`config.mk`:
```
export PLATFORM = sky130hd
export DESIGN_NAME = sha1_message_hasher_flat
export DESIGN_NICKNAME = d
export VERILOG_FILES = /design/src/hdl/sha1h_pkg.sv /design/src/hdl/sha1h_if.sv /design/src/hdl/sha1h_round.sv /design/src/hdl/sha1h_ctrl.sv /design/src/hdl/sha1_message_hasher.sv /design/src/flat_wrapper.sv
export SDC_FILE = /design/constraint.sdc
export NUM_CORES = 2
export LEC_CHECK = 0
export ABC_AREA = 1
export BUFFER_PORTS_ARGS = -buffer_cell sky130_fd_sc_hd__buf_2
export CAP_MARGIN = 20
export CORE_MARGIN = 8
export CORE_UTILIZATION = 60
export CTS_BUF_LIST = sky130_fd_sc_hd__clkbuf_8
export DETAILED_ROUTE_END_ITERATION = 10
export PLACE_DENSITY = 0.79
export SYNTH_ARGS = -nofsm -noshare
export SYNTH_HDL_FRONTEND = slang
export SYNTH_SLANG_ARGS = --single-unit
export TNS_END_PERCENT = 30
```
`constraint.sdc`:
```
create_clock -name clk -period 41.9 [get_ports clk]
set_input_delay 2.095 -clock clk [delete_from_list [all_inputs] [get_ports clk]]
set_output_delay 2.095 -clock clk [all_outputs]
set_load 0.03 [all_outputs]
```
`src/hdl/sha1h_pkg.sv`:
```
// Shared types, constants and helper functions for the SHA-1 message hasher.
// Depends on nothing; the round unit, the sequencer, the top level and the testbench import it.
package sha1h_pkg;

	localparam int unsigned NUM_H = 5;
	localparam int unsigned NUM_W = 16;
	localparam int unsigned IDX_W = $clog2(NUM_H);

	typedef logic [31:0] word_t;
	typedef logic [6:0]  round_t;
	typedef logic [5:0]  pos_t;
	typedef logic [63:0] count_t;
	typedef logic [IDX_W-1:0] idx_t;

	localparam word_t H_INIT [NUM_H] = '{
		32'h67452301, 32'hEFCDAB89, 32'h98BADCFE, 32'h10325476, 32'hC3D2E1F0
	};

	localparam word_t K_R0 = 32'h5A827999;
	localparam word_t K_R1 = 32'h6ED9EBA1;
	localparam word_t K_R2 = 32'h8F1BBCDC;
	localparam word_t K_R3 = 32'hCA62C1D6;

	localparam round_t ROUND_20   = 7'd20;
	localparam round_t ROUND_40   = 7'd40;
	localparam round_t ROUND_60   = 7'd60;
	localparam round_t ROUND_LAST = 7'd79;

	localparam logic [7:0] PAD_BYTE = 8'h80;
	localparam pos_t       LEN_POS  = 6'd56;
	localparam pos_t       LAST_POS = 6'd63;
	localparam logic [2:0] LEN_LAST = 3'd7;
	localparam idx_t       IDX_LAST = idx_t'(NUM_H - 1);

	typedef enum logic [2:0] {
		ST_IDLE,
		ST_PAD,
		ST_COMP,
		ST_ADD,
		ST_FIN
	} state_t;

	typedef enum logic [1:0] {
		PUT_DATA,
		PUT_MARK,
		PUT_ZERO,
		PUT_LEN
	} put_sel_t;

	typedef struct packed {
		logic     in_ready;
		logic     put_en;
		put_sel_t put_sel;
		logic     push_word;
		logic     load_vars;
		logic     round_en;
		round_t   round_idx;
		logic     add_en;
		logic     fin_load;
		logic     pad_start;
		logic     len_shift;
	} ctrl_t;

	function automatic word_t rotl(word_t x, int unsigned n);
		return (x << n) | (x >> (32 - n));
	endfunction

endpackage

```
`src/hdl/sha1h_if.sv`:
```
// Channel interfaces of the SHA-1 hasher: message bytes in, digest words out.
// Valid/ready handshake; no dependencies.
interface sha1h_msg_if;
	logic       valid;
	logic       ready;
	logic [7:0] msg_byte;
	logic       byte_present;
	logic       message_end;

	modport source (output valid, msg_byte, byte_present, message_end, input ready);
	modport sink   (input valid, msg_byte, byte_present, message_end, output ready);
endinterface

interface sha1h_dig_if;
	logic        valid;
	logic        ready;
	logic [31:0] digest_word;
	logic [2:0]  word_index;
	logic        last_word;

	modport source (output valid, digest_word, word_index, last_word, input ready);
	modport sink   (input valid, digest_word, word_index, last_word, output ready);
endinterface

```
`src/hdl/sha1h_round.sv`:
```
// One SHA-1 round and one message schedule step, shared by all 80 rounds.
// Depends on sha1h_pkg.
module sha1h_round (
	input  sha1h_pkg::word_t  a,
	input  sha1h_pkg::word_t  b,
	input  sha1h_pkg::word_t  c,
	input  sha1h_pkg::word_t  d,
	input  sha1h_pkg::word_t  e,
	input  sha1h_pkg::word_t  w0,
	input  sha1h_pkg::word_t  w2,
	input  sha1h_pkg::word_t  w8,
	input  sha1h_pkg::word_t  w13,
	input  sha1h_pkg::round_t t,
	output sha1h_pkg::word_t  a_next,
	output sha1h_pkg::word_t  c_next,
	output sha1h_pkg::word_t  w_next
);
	import sha1h_pkg::*;

	word_t f;
	word_t k;

	always_comb begin
		if (t < ROUND_20) begin
			f = (b & c) | (~b & d);
			k = K_R0;
		end else if (t < ROUND_40) begin
			f = b ^ c ^ d;
			k = K_R1;
		end else if (t < ROUND_60) begin
			f = (b & c) | (b & d) | (c & d);
			k = K_R2;
		end else begin
			f = b ^ c ^ d;
			k = K_R3;
		end
	end

	// During the rounds the schedule window holds W[t..t+15], so W[t] is its oldest word.
	assign a_next = rotl(a, 5) + f + e + k + w0;
	assign c_next = rotl(b, 30);
	assign w_next = rotl(w13 ^ w8 ^ w2 ^ w0, 1);

endmodule

```
`src/hdl/sha1h_ctrl.sv`:
```
// Sequencer of the SHA-1 hasher: byte position, padding phases and round count.
// Depends on sha1h_pkg; drives the datapath through a ctrl_t struct.
module sha1h_ctrl (
	input  logic             clk,
	input  logic             arst_n,
	input  logic             in_valid,
	input  logic             in_present,
	input  logic             in_end,
	input  logic             out_busy,
	output sha1h_pkg::ctrl_t ctrl
);
	import sha1h_pkg::*;

	state_t     state_q;
	state_t     state_d;
	state_t     ret_q;
	state_t     ret_d;
	round_t     round_q;
	pos_t       pos_q;
	logic       pad_mark_q;
	logic       pad_len_q;
	logic [2:0] len_idx_q;
	logic       in_hs;

	assign in_hs = in_valid && (state_q == ST_IDLE);

	always_comb begin
		state_d = state_q;
		ret_d   = ret_q;
		unique case (state_q)
			ST_IDLE: begin
				if (in_hs) begin
					if (in_present && pos_q == LAST_POS) begin
						state_d = ST_COMP;
						ret_d   = in_end ? ST_PAD : ST_IDLE;
					end else if (in_end) begin
						state_d = ST_PAD;
					end
				end
			end
			ST_PAD: begin
				if (pos_q == LAST_POS) begin
					state_d = ST_COMP;
					ret_d   = (pad_len_q && len_idx_q == LEN_LAST) ? ST_FIN : ST_PAD;
				end
			end
			ST_COMP: begin
				if (round_q == ROUND_LAST) begin
					state_d = ST_ADD;
				end
			end
			ST_ADD: begin
				state_d = ret_q;
			end
			ST_FIN: begin
				if (!out_busy) begin
					state_d = ST_IDLE;
				end
			end
			default: begin
				state_d = ST_IDLE;
			end
		endcase
	end

	always_comb begin
		ctrl = '0;
		unique case (state_q)
			ST_IDLE: begin
				ctrl.in_ready  = 1'b1;
				ctrl.put_en    = in_hs && in_present;
				ctrl.put_sel   = PUT_DATA;
				ctrl.pad_start = in_hs && in_end;
			end
			ST_PAD: begin
				ctrl.put_en    = 1'b1;
				ctrl.put_sel   = pad_mark_q ? PUT_MARK : (pad_len_q ? PUT_LEN : PUT_ZERO);
				ctrl.len_shift = pad_len_q && !pad_mark_q;
			end
			ST_COMP: begin
				ctrl.round_en = 1'b1;
			end
			ST_ADD: begin
				ctrl.add_en = 1'b1;
			end
			ST_FIN: begin
				ctrl.fin_load = !out_busy;
			end
			default: begin
				ctrl.in_ready = 1'b0;
			end
		endcase
		ctrl.push_word = ctrl.put_en && (pos_q[1:0] == 2'd3);
		ctrl.load_vars = ctrl.put_en && (pos_q == LAST_POS);
		ctrl.round_idx = round_q;
	end

	always_ff @(posedge clk or negedge arst_n) begin
		if (!arst_n) begin
			state_q    <= ST_IDLE;
			ret_q      <= ST_IDLE;
			round_q    <= '0;
			pos_q      <= '0;
			pad_mark_q <= 1'b0;
			pad_len_q  <= 1'b0;
			len_idx_q  <= '0;
		end else begin
			state_q <= state_d;
			ret_q   <= ret_d;
			if (ctrl.round_en) begin
				round_q <= (round_q == ROUND_LAST) ? '0 : round_q + 7'd1;
			end
			if (ctrl.put_en) begin
				pos_q <= pos_q + 6'd1;
			end
			if (ctrl.pad_start) begin
				pad_mark_q <= 1'b1;
				pad_len_q  <= 1'b0;
				len_idx_q  <= '0;
			end else if (state_q == ST_PAD) begin
				pad_mark_q <= 1'b0;
				if (pad_len_q) begin
					len_idx_q <= len_idx_q + 3'd1;
				end else if (pos_q + 6'd1 == LEN_POS) begin
					pad_len_q <= 1'b1;
				end
			end
		end
	end

endmodule

```
`src/hdl/sha1_message_hasher.sv`:
```
// Top level of the SHA-1 message hasher: chaining words, block buffer and digest output.
// Depends on sha1h_pkg, sha1h_if, sha1h_round and sha1h_ctrl.
//
// Use: message bytes arrive on the msg channel, one beat per byte, in message order.
// A beat with byte_present low carries no byte; with message_end high it closes the
// message (a byte on the same beat is taken first), so an empty message can be hashed.
// The digest leaves on the digest channel as five beats, H0 first, word_index 0 to 4,
// last_word high on the fifth. After the end beat the block pads and compresses, then
// returns to the initial chaining value for the next message.
// Throughput: ordinary bytes are taken at one per cycle while the block is idle. The
// 64th byte of a block starts a compression, one round per cycle through the single
// round unit, then a step that folds the result into the chaining words; no byte is
// taken meanwhile. Padding inserts one pad byte per cycle, so an end beat costs the
// pad bytes plus one or two compressions and a step that moves the digest into the
// output buffer. The digest sits in its own buffer, so the next message is taken
// while the receiver stalls; the following digest waits until the buffer has drained,
// and no message beats are taken while it waits.
// Reset clears the sequencer, the bit count and the output buffer's busy flag and index
// and loads the initial chaining value; the block is ready as soon as reset is released.
module sha1_message_hasher (
	input  logic       clk,
	input  logic       arst_n,
	sha1h_msg_if.sink  msg,
	sha1h_dig_if.source digest
);
	import sha1h_pkg::*;

	ctrl_t      ctrl;
	logic       out_busy_q;
	idx_t       out_idx_q;
	word_t      word_q;
	word_t      line_q  [NUM_W];
	word_t      var_q   [NUM_H];
	word_t      chain_q [NUM_H];
	word_t      dig_q   [NUM_H];
	count_t     bits_q;
	count_t     bits_d;
	count_t     len_q;
	logic [7:0] put_val;
	word_t      push_val;
	word_t      a_next;
	word_t      c_next;
	word_t      w_next;
	logic       out_hs;

	sha1h_ctrl u_ctrl (
		.clk        (clk),
		.arst_n     (arst_n),
		.in_valid   (msg.valid),
		.in_present (msg.byte_present),
		.in_end     (msg.message_end),
		.out_busy   (out_busy_q),
		.ctrl       (ctrl)
	);

	sha1h_round u_round (
		.a      (var_q[0]),
		.b      (var_q[1]),
		.c      (var_q[2]),
		.d      (var_q[3]),
		.e      (var_q[4]),
		.w0     (line_q[0]),
		.w2     (line_q[2]),
		.w8     (line_q[8]),
		.w13    (line_q[13]),
		.t      (ctrl.round_idx),
		.a_next (a_next),
		.c_next (c_next),
		.w_next (w_next)
	);

	assign msg.ready = ctrl.in_ready;

	// Bit count including the byte of the current beat; this is the length
	// that goes into the padding when the beat also ends the message.
	assign bits_d = bits_q + (msg.byte_present ? 64'd8 : 64'd0);

	always_comb begin
		case (ctrl.put_sel)
			PUT_DATA: put_val = msg.msg_byte;
			PUT_MARK: put_val = PAD_BYTE;
			PUT_LEN:  put_val = len_q[63:56];
			default:  put_val = 8'h00;
		endcase
	end

	// Bytes collect big-endian in word_q; the fourth byte completes a word.
	assign push_val = {word_q[23:0], put_val};

	always_ff @(posedge clk) begin
		if (ctrl.put_en) begin
			word_q <= push_val;
		end
		// The buffer doubles as the schedule window: loading shifts words in,
		// and each round shifts in the next schedule word.
		if (ctrl.push_word || ctrl.round_en) begin
			for (int i = 0; i < NUM_W - 1; i++) begin
				line_q[i] <= line_q[i + 1];
			end
			line_q[NUM_W - 1] <= ctrl.push_word ? push_val : w_next;
		end
		if (ctrl.load_vars) begin
			for (int i = 0; i < NUM_H; i++) begin
				var_q[i] <= chain_q[i];
			end
		end else if (ctrl.round_en) begin
			var_q[0] <= a_next;
			var_q[1] <= var_q[0];
			var_q[2] <= c_next;
			var_q[3] <= var_q[2];
			var_q[4] <= var_q[3];
		end
		if (ctrl.pad_start) begin
			len_q <= bits_d;
		end else if (ctrl.len_shift) begin
			len_q <= {len_q[55:0], 8'h00};
		end
		if (ctrl.fin_load) begin
			for (int i = 0; i < NUM_H; i++) begin
				dig_q[i] <= chain_q[i];
			end
		end
	end

	always_ff @(posedge clk or negedge arst_n) begin
		if (!arst_n) begin
			for (int i = 0; i < NUM_H; i++) begin
				chain_q[i] <= H_INIT[i];
			end
			bits_q <= '0;
		end else begin
			if (ctrl.add_en) begin
				for (int i = 0; i < NUM_H; i++) begin
					chain_q[i] <= chain_q[i] + var_q[i];
				end
			end else if (ctrl.fin_load) begin
				for (int i = 0; i < NUM_H; i++) begin
					chain_q[i] <= H_INIT[i];
				end
			end
			if (ctrl.in_ready && msg.valid) begin
				bits_q <= msg.message_end ? '0 : bits_d;
			end
		end
	end

	assign out_hs = digest.valid && digest.ready;

	always_ff @(posedge clk or negedge arst_n) begin
		if (!arst_n) begin
			out_busy_q <= 1'b0;
			out_idx_q  <= '0;
		end else if (ctrl.fin_load) begin
			out_busy_q <= 1'b1;
			out_idx_q  <= '0;
		end else if (out_hs) begin
			if (out_idx_q == IDX_LAST) begin
				out_busy_q <= 1'b0;
			end else begin
				out_idx_q <= out_idx_q + idx_t'(1);
			end
		end
	end

	assign digest.valid       = out_busy_q;
	assign digest.digest_word = dig_q[out_idx_q];
	assign digest.word_index  = out_idx_q;
	assign digest.last_word   = (out_idx_q == IDX_LAST);

endmodule

```
`src/flat_wrapper.sv`:
```
// flat-port wrapper written by rule: the top's interface ports become plain ports
module sha1_message_hasher_flat import sha1h_pkg::*;
  (clk, arst_n, msg_valid, msg_msg_byte, msg_byte_present, msg_message_end, msg_ready, digest_valid, digest_digest_word, digest_word_index, digest_last_word, digest_ready);
  sha1h_msg_if msg_i ();
  sha1h_dig_if digest_i ();
  input  logic clk;
  input  logic arst_n;
  input wire logic [$bits(msg_i.valid)-1:0] msg_valid;
  input wire logic [$bits(msg_i.msg_byte)-1:0] msg_msg_byte;
  input wire logic [$bits(msg_i.byte_present)-1:0] msg_byte_present;
  input wire logic [$bits(msg_i.message_end)-1:0] msg_message_end;
  output wire logic [$bits(msg_i.ready)-1:0] msg_ready;
  output wire logic [$bits(digest_i.valid)-1:0] digest_valid;
  output wire logic [$bits(digest_i.digest_word)-1:0] digest_digest_word;
  output wire logic [$bits(digest_i.word_index)-1:0] digest_word_index;
  output wire logic [$bits(digest_i.last_word)-1:0] digest_last_word;
  input wire logic [$bits(digest_i.ready)-1:0] digest_ready;
  assign msg_i.valid = msg_valid;
  assign msg_i.msg_byte = msg_msg_byte;
  assign msg_i.byte_present = msg_byte_present;
  assign msg_i.message_end = msg_message_end;
  assign msg_ready = msg_i.ready;
  assign digest_valid = digest_i.valid;
  assign digest_digest_word = digest_i.digest_word;
  assign digest_word_index = digest_i.word_index;
  assign digest_last_word = digest_i.last_word;
  assign digest_i.ready = digest_ready;
  sha1_message_hasher u_core (.clk(clk), .arst_n(arst_n), .msg(msg_i), .digest(digest_i));
endmodule
```
==> results by group <==
Run status
  – Status: completed

Timing
  – Clock skew: between 50 and 60 ps
  – Setup TNS Final: 0 ps
  – Slew headroom: 21.81%
  – Unrepaired setup endpoints after global routing: false
  – Setup Viol. Count Final: 0
  – Final worst setup slack: roughly 35,000 ps
  – Fin crit share: 15.95%
  – FMAX: approximately 150 MHz
  – Final Hold Fails: 0
  – Final Critical Period: 6682 ps
  – Worst-Margin Slew: between 1000 and 1500 ps
  – Pins Over Slew Limit: 0
  – Final Hold Slack: between 400 and 500 ps

Pwr
  – Sw Ratio: 40.47%
  – P per Cell Area: 69.66 nW/µm²
  – Pint: 0.002744 W
  – Power share of the combinational group: around a third
  – Clk pwr share: between 20 and 25%
  – Worst vdd ir: between 0.09 and 0.1 mV
  – Sw power: 0.001866 W
  – Sequential share of power: between 40% and 50%
  – Leak Pwr: about 28 nW

Routing
  – Drt wl/cell: approximately 25 µm
  – Number of detailed-route iterations in the first pass: 9
  – DRC: 0
  – First DRT Iteration DRCs: approximately 6,000
  – Routed wire length: a little under 200,000 µm
  – Drt via density: slightly below 6
  – Post-route ant nets: 0
  – Via count: about 47,000

Synth
  – Xor/xnor share of the synthesized area: around 2.6%
  – Syn avg cell area: 9.548 µm²
  – Synth Area in Compound Gates: under 10%
  – Post-synth EDFFs: around 900
  – Synth Flop Type: edfxtp_1
  – YS warnings: 0
  – Multiplexer share of the synthesized area: 0%
  – Mapped Area: a little over 60,000 µm²
  – Yosys cell types: between 50 and 60
  – Synth Area in Adders: approximately 8.6%
  – #FFs+latches synth: around 1,200
  – Top cells by area, synth: edfxtp_1 (45%), nand2_1 (10%), dfrtp_1 (6.9%)
  – Simple-Gate Fraction of Synth Area: between 10% and 20%
  – Top cell type by total area after synthesis: edfxtp_1
  – Post-synthesis instance total: 6,357
  – Sequential fraction of the synthesis area: between 50% and 60%
  – Syn Nets: 6,718
  – Post-synth ARST share: roughly a fifth
  – Largest family of logic cells by synthesized area: simple AND/OR/NAND/NOR gates
  – Top-area cell type share of the netlist area: between 40% and 50%

Setup path
  – R2R Setup Slk: about 36,000 ps
  – CP peak stage delay: about 940 ps
  – Crit path DAT: roughly 7200 ps
  – Worst reg2reg path depth: 20
  – Reg2reg end: u_core.var_q[0][31]$_DFFE_PP_
  – Worst-path fanout max: ~200
  – CP Class: primary input to flop
  – Buf/Inv on CP: 6
  – CP delay by family, top: buffers and inverters
  – CP required: around 42,000 ps
  – Crit-path slowest cell: buf_4
  – Startpoint Class: primary input
  – Worst r2r src: u_core.u_ctrl.round_q[2]$_DFFE_PN0P_
  – Critical Path Most Common Cell: buf_4
  – Crit end category: flop
  – CP startpoint: msg_valid
  – Crit path cell chain: buf_2, nand2_4, o21ai_4, inv_2, o21ai_4, buf_4, buf_12, buf_4, buf_4
  – WP depth: 9

Layout
  – Multi-input logic area: around 23,000 µm²
  – Layout area overhead: 9.028%
  – Sequential Area: about 34,000 µm²
  – Fin nets: ~7,000
  – Fill cells: ~8,000
  – Layout cell share with drive strength beyond 1: 7.231%
  – Post-Route Utilization: 66.08%

Global route
  – Total grt overflow: 0
  – Largest net degree at the start of global routing: 202
  – Vias in the first global route: around 45,000
  – First-pass GRT wire length: between 200,000 and 300,000 µm
  – Initial antenna violation count: 10
  – Total Routing Usage GR: between 30% and 40%

Floorplanning
  – Cell Rows: between 100 and 150
  – Die area: about 110,000 µm²
  – Die Y: 334.1 µm
  – Die Span X: about 330 µm
  – Initial core utilization: 60.61%
  – IO Pins: 52
  – Total core area: 100,100 µm²

Placement
  – Placement Setup Slack: 34,320 ps
  – DP HPWL: 144,800 µm
  – Gpl congestion: between 1 and 1.5
  – IO Port Bufs: 51

CTS
  – Sink Count: between 1,000 and 1,500
  – CTS tree: done
  – CTS max path bufs: 3
  – H-tree levels: 4
  – CTS Buf Count: between 150 and 200
  – Worst-Skew Late Latency: about 910 ps
  – Clk slew on worst S/H paths: 70 ps
  – Hold_buf cts: 0
  – Post-CTS Setup Repair Bufs: 0
  – CTS-repair resized insts: 0
  – Clk root buf: clkbuf_8

Min path
  – Min-delay worst type: flop to flop
  – Worst Min Path Start: u_core.line_q[14][1]$_DFFE_PP_
  – Hold EP: u_core.line_q[13][1]$_DFFE_PP_
  – Hold Crit Depth: 0

Run
  – MaxCap Viol Count: 0
[layer usage]
| metal | part of all wire, % | vias up | wire length [µm] | track usage [%] |
|---|---|---|---|---|
| met5 | 0.023 | - | 44 | 0 |
| met4 | 5.8 | 6 | 11340 | 17.97 |
| met3 | 10 | 550 | 19750 | 7.871 |
| met2 | 42 | 2617 | 82770 | 49.45 |
| met1 | 42 | 22720 | 81630 | 48.72 |
| li1 | - | 21580 | - | - |
[layout make-up]
class | instances | share of cell area (%)
Timing Repair Buffer | 83 | 0.8394
Sequential cell | 1165 | 51.14
Tap cell | 1298 | 2.454
Clock buffer | 200 | 4.159
Multi-Input combinational cell | 4254 | 35.25
Antenna cell | 9 | 0.03403
Inverter | 800 | 4.541
Clock inverter | 150 | 1.579
[cell families after synthesis]
logic type	after synthesis
and+or+nand+nor	2885
DFF	1165
buffers and inverters	938
AOI/OAI and AO/OA	839
adders and majority gates	347
xor gates and xnor gates	183
[cells in the final DEF, fill, tap and decap left out, types with 61 or more instances in the layout]
master	netlist	routed
o21ai_0	390	389
xor2_1	61	61
xnor2_1	122	122
nand4_1	77	77
nor3_1	87	87
clkbuf_8	0	200
a21oi_1	237	237
inv_1	796	848
edfxtp_1	917	917
nand2_1	1691	1688
ha_1	227	227
dfrtp_1	168	167
dfstp_2	80	80
nor2_1	555	555
fa_1	120	120
nand3_1	387	386
o22ai_1	80	80
[synth_stat cells (4+ instances only)]
master       n
inv_1      796
nand3_1    387
o21bai_1    35
nor4_1       9
o22ai_1     80
and2_1      11
fa_1       120
nor2_1     555
o21ai_1     30
buf_1       19
and3_1       4
or2_2       30
ha_1       227
o21ai_0    390
nor3b_1      5
dfstp_2     80
nor3_1      87
nor2_2       4
a31oi_1     35
nand4_1     77
xor2_1      61
o21a_1       4
buf_6        4
a21oi_1    237
dfrtp_1    168
clkbuf_1    96
nand3b_1    15
nand2_1   1691
o221ai_1     7
buf_2       16
xnor2_1    122
edfxtp_1   917
[how the worst max path moves through the flow]
stage                                                end  slack (ps)
final                     u_core.line_q[9][28]$_DFFE_PP_       35220
after global routing      u_core.line_q[2][30]$_DFFE_PP_       34910
after CTS                 u_core.line_q[8][29]$_DFFE_PP_       35340
after detailed placement  u_core.line_q[2][30]$_DFFE_PP_       34320
after global placement    u_core.line_q[2][29]$_DFFE_PP_       34450
after floorplan            u_core.line_q[0][0]$_DFFE_PP_        1270
[power by group through the flow]
stage | sequential, W | clock, W | combinational, W
detailed placement | 0.00202 | 0 | 0.00156
finish | 0.00201 | 0.000998 | 0.00160
global placement | 0.00200 | 0 | 0.00153
global route | 0.00203 | 0.00106 | 0.00176
CTS | 0.00200 | 0.00101 | 0.00157
floorplan | 0.00224 | 0 | 0.00109
[flip-flops by register name (all words and copies together) (netlist names), 3 cells and up]
name and count:
u_core.len_q 61, u_core.word_q 24, u_core.u_ctrl.len_idx_q 3, u_core.chain_q 160, u_core.bits_q 61, u_core.line_q 512
u_core.u_ctrl.pos_q 6, u_core.u_ctrl.round_q 7, u_core.dig_q 160, u_core.digest.word_index 3, u_core.u_ctrl.state_q 3, u_core.var_q 160
[metrics by stage]
step | std cells | total power [W] | area [µm²]
after floorplan | 6357 | 0.003328 | 60700
after global placement | 7600 | 0.003534 | 62360
after detailed placement | 7600 | 0.003581 | 62360
after CTS | 7950 | 0.004588 | 66160
after global routing | 7954 | 0.004848 | 66170
final | 7959 | 0.004610 | 66180
(Power assumes the default switching activity.)
